**src/hdl/spsm_ram.sv**
```systemverilog
// ----------------------------------------------------------------------------
// spsm_ram
// Generic simple dual-port RAM: one write port, one read port with
// registered read data that holds while no read is issued.
// ----------------------------------------------------------------------------
`default_nettype none

module spsm_ram #(
  parameter int WIDTH = 8,
  parameter int DEPTH = 16
) (
  input  logic                     clk,
  input  logic                     wr_en,
  input  logic [$clog2(DEPTH)-1:0] wr_addr,
  input  logic [WIDTH-1:0]         wr_data,
  input  logic                     rd_en,
  input  logic [$clog2(DEPTH)-1:0] rd_addr,
  output logic [WIDTH-1:0]         rd_data
);

  logic [WIDTH-1:0] mem_r [DEPTH];
  logic [WIDTH-1:0] rd_data_r;

  // write and registered read
  always_ff @(posedge clk) begin
    if (wr_en) begin
      mem_r[wr_addr] <= wr_data;
    end
    if (rd_en) begin
      rd_data_r <= mem_r[rd_addr];
    end
  end

  assign rd_data = rd_data_r;

endmodule

`default_nettype wire

```
**config.mk**
```make
export PLATFORM = sky130hd
export DESIGN_NAME = spsm_ram
export DESIGN_NICKNAME = d
export VERILOG_FILES = /design/src/hdl/spsm_ram.sv
export SDC_FILE = /design/constraint.sdc
export NUM_CORES = 1
export LEC_CHECK = 0
export BUFFER_PORTS_ARGS = -buffer_cell sky130_fd_sc_hd__clkbuf_2
export CORE_MARGIN = 10
export CORE_UTILIZATION = 55
export CTS_CLUSTER_DIAMETER = 50
export DETAILED_ROUTE_END_ITERATION = 10
export PLACE_DENSITY = 0.7
export REMOVE_ABC_BUFFERS = 1
export SLEW_MARGIN = 20
export SYNTH_ARGS = -nofsm -noshare
export SYNTH_HDL_FRONTEND = slang
export SYNTH_SLANG_ARGS = --single-unit
```
**constraint.sdc**
```tcl
create_clock -name clk -period 2.4 [get_ports clk]
set_input_delay 0.48 -clock clk [delete_from_list [all_inputs] [get_ports clk]]
set_output_delay 0.48 -clock clk [all_outputs]
set_load 0.03 [all_outputs]
```
==> results.sh <==
export IMPL_clock_sink_count=136
export IMPL_rrSetupSlack_ns=0.92
export IMPL_yosysTopAreaCell="edfxtp_1"
export IMPL_syn2layout_area_growth_pct=17.81
export IMPL_crit_arrival_ns=1.13
export IMPL_maxCapViolCount=0
export IMPL_gp_routability_congestion=0.7312
export IMPL_async_flop_share_pct=0
export IMPL_path_buf_inv=1
export IMPL_die_y_um=117.5
export IMPL_clock_root_buffer="clkbuf_8"
export IMPL_fmax_mhz=622.1
export IMPL_clkSlewWorstSetupHoldPaths_ns=0.06
export IMPL_cp_end_kind="output port"
export IMPL_synthTopCellsByArea="edfxtp_1, mux4_2, mux4_1"
export IMPL_period_needed_ns=1.607
export IMPL_yosys_area_share_adder_pct=0
export IMPL_first_global_vias=2605
export IMPL_drv_slew=0
export IMPL_stdcell_count=424
export IMPL_wirelength_um=9624
export IMPL_final_layout_size_suffix_gt1_share_pct=31.53
export IMPL_core_area_um2=9240
export IMPL_netlist_top_cells_count="edfxtp_1, mux4_2, a22oi_1"
export IMPL_max_stage_delay_ns=0.42
export IMPL_cts_tree="yes"
export IMPL_slowest_stage="edfxtp_1"
export IMPL_synth_enable_flop_cells=136
export IMPL_insertion_delay_ns=0.51
export IMPL_cp_start_kind="register"
export IMPL_worst_slew_pin_slew_ns=0.7231
export IMPL_crit_chain="clkbuf_2"
export IMPL_synth_cell_types=18
export IMPL_wl_per_cell_um=22.70
export IMPL_syn_inst=229
export IMPL_grt_use_total_pct=14.57
export IMPL_dp_cells=392
export IMPL_power_density_nw_per_um2=872.7
export IMPL_firstDrtPassIters=4
export IMPL_ys_flop_type="edfxtp_1"
export IMPL_synth_xor_xnor_area_share_pct=0
export IMPL_grt_max_degree=33
export IMPL_synth_compound_area_share_pct=2.298
export IMPL_p_leak_nw=2.074
export IMPL_synthMuxAreaShare_pct=14.79
export IMPL_timing_setup_tns_ns=0
export IMPL_cts_buffer_depth=2
export IMPL_postCtsHoldBufs=0
export IMPL_drtIter0Drc=138
export IMPL_num_vias=2475
export IMPL_die_area_um2=13800
export IMPL_hpwl_um=6024
export IMPL_synth_avg_cell_area_um2=22.83
export IMPL_hold_viol_final=0
export IMPL_synth_top_area_share_pct=78.12
export IMPL_hp_class="input pin to register"
export IMPL_ys_warn_count=0
export IMPL_cp_required_ns=1.92
export IMPL_max_slew_margin_rel_pct=51.69
export IMPL_crit_type="register to output port"
export IMPL_initial_core_util_pct=56.57
export IMPL_cts_max_level=4
export IMPL_grt_pass1_wl_um=15210
export IMPL_synth_top_family_by_area="multiplexers"
export IMPL_timing_final_crit_share_pct=66.97
export IMPL_synth_simple_gate_area_share_pct=3.135
export IMPL_vias_per_cell=5.837
export IMPL_setup_viol_count_final=0
export IMPL_finClkSkew_ns=0.008627
export IMPL_synth_most_common_cell="edfxtp_1"
export IMPL_synth_seq_area_share_pct=78.12
export IMPL_status="complete, no violations"
export IMPL_drc=0
export IMPL_cts_inserted_buffers=17
export IMPL_ys_ff_latch=136
export IMPL_antenna_found_initial=0
export IMPL_postCtsSetupBuffers=0
export IMPL_post_cts_resized=0
export IMPL_rsz0062_at_grt="false"
export IMPL_rows=35
export IMPL_ir_drop_mv=0.5335
export IMPL_fp_dieW_um=117.5
export IMPL_num_io_pins=27
export IMPL_postRouteAntennaNets=0
export IMPL_final_nets=301
export IMPL_crit_fanout=1
export IMPL_crit_family="flip-flops"
export IMPL_syn_area_um2=5228
export IMPL_diodes=0
export IMPL_grt_overflow_total=0
export IMPL_io_buffers=26
-- cell usage in the layout (no fill, tap or decap) --
cell        Yosys  layout
clkinvlp_4      0       7
and2b_1         1       1
clkinv_1        0       2
nand2b_1        2       2
clkbuf_16       0      16
bufinv_16       0       2
nand3b_1        2       2
mux4_1         14      14
and2_1          1       1
nand3_1         1       1
or3b_2          1       1
clkinv_2        0       1
nor3_1          4       4
nand2_1         9       9
a22oi_1        16      16
buf_4           1      16
clkbuf_8        0       1
buf_12          0       2
edfxtp_1      136     136
clkbuf_2        0      26
mux4_2         18      18
nor2_1         13      13
inv_6           0       3
nor2b_1         1       1
-- registers in the layout (all words and copies together), names as in the netlist --
signal,count
rd_data,8
mem_r,128
-- logic make-up (layout without fill, tap and decap cells) --
family,Yosys count,after routing
buffers and inverters,10,76
AND/OR/NAND/NOR,35,35
multiplexers,32,32
AO/OA/AOI/OAI,16,16
flip-flops,136,136
-- worst paths after layout --
| check | start | to | cells after the start |
|---|---|---|---|
| worst max-delay path | rd_data[3] | rd_data[3] | 1 |
| worst min-delay path | rd_en | rd_data[2] | 1 |
| worst max register to register | mem_r[2][0] | rd_data[0] | 3 |
| worst min register to register | mem_r[14][0] | rd_data[0] | 3 |
-- per-stage QoR --
stage               setup slack, ns  hold WS (ns)  util [%]  power, mW  instance area (µm²)
floorplan                    0.4271        0.5789         -      2.866                 5141
global placement             0.2949        0.7287     60.53      2.998                 5593
detailed placement           0.2765        0.7466     60.53      3.006                 5593
CTS                          0.7655        0.3648     66.65      5.421                 6158
global route                 0.7389        0.3771     66.65      5.557                 6158
finish                       0.7927        0.3807     66.65      5.375                 6158
-- power breakdown --
group | switching, mW | total, mW | internal, mW
Clock | 0.949 | 2.42 | 1.47
Sequential | 0.0148 | 2.69 | 2.68
Combinational | 0.157 | 0.260 | 0.103
Total | 1.12 | 5.37 | 4.25
-- metal layers --
metal,GRT usage [%],wire length (µm)
met3,3.981,592
met5,0,0
met2,21.47,4607
met4,5.255,112
met1,20.35,4311
-- layout make-up --
cell class | count | area [µm²]
sequential | 136 | 4084
fill | 600 | 3082
timing repair buffer | 44 | 290.3
multi-input combinational | 83 | 1057
tap | 129 | 161.4
clock buffer | 17 | 414.1
clock inverter | 15 | 151.4
Power figures use the tool's default switching activity.
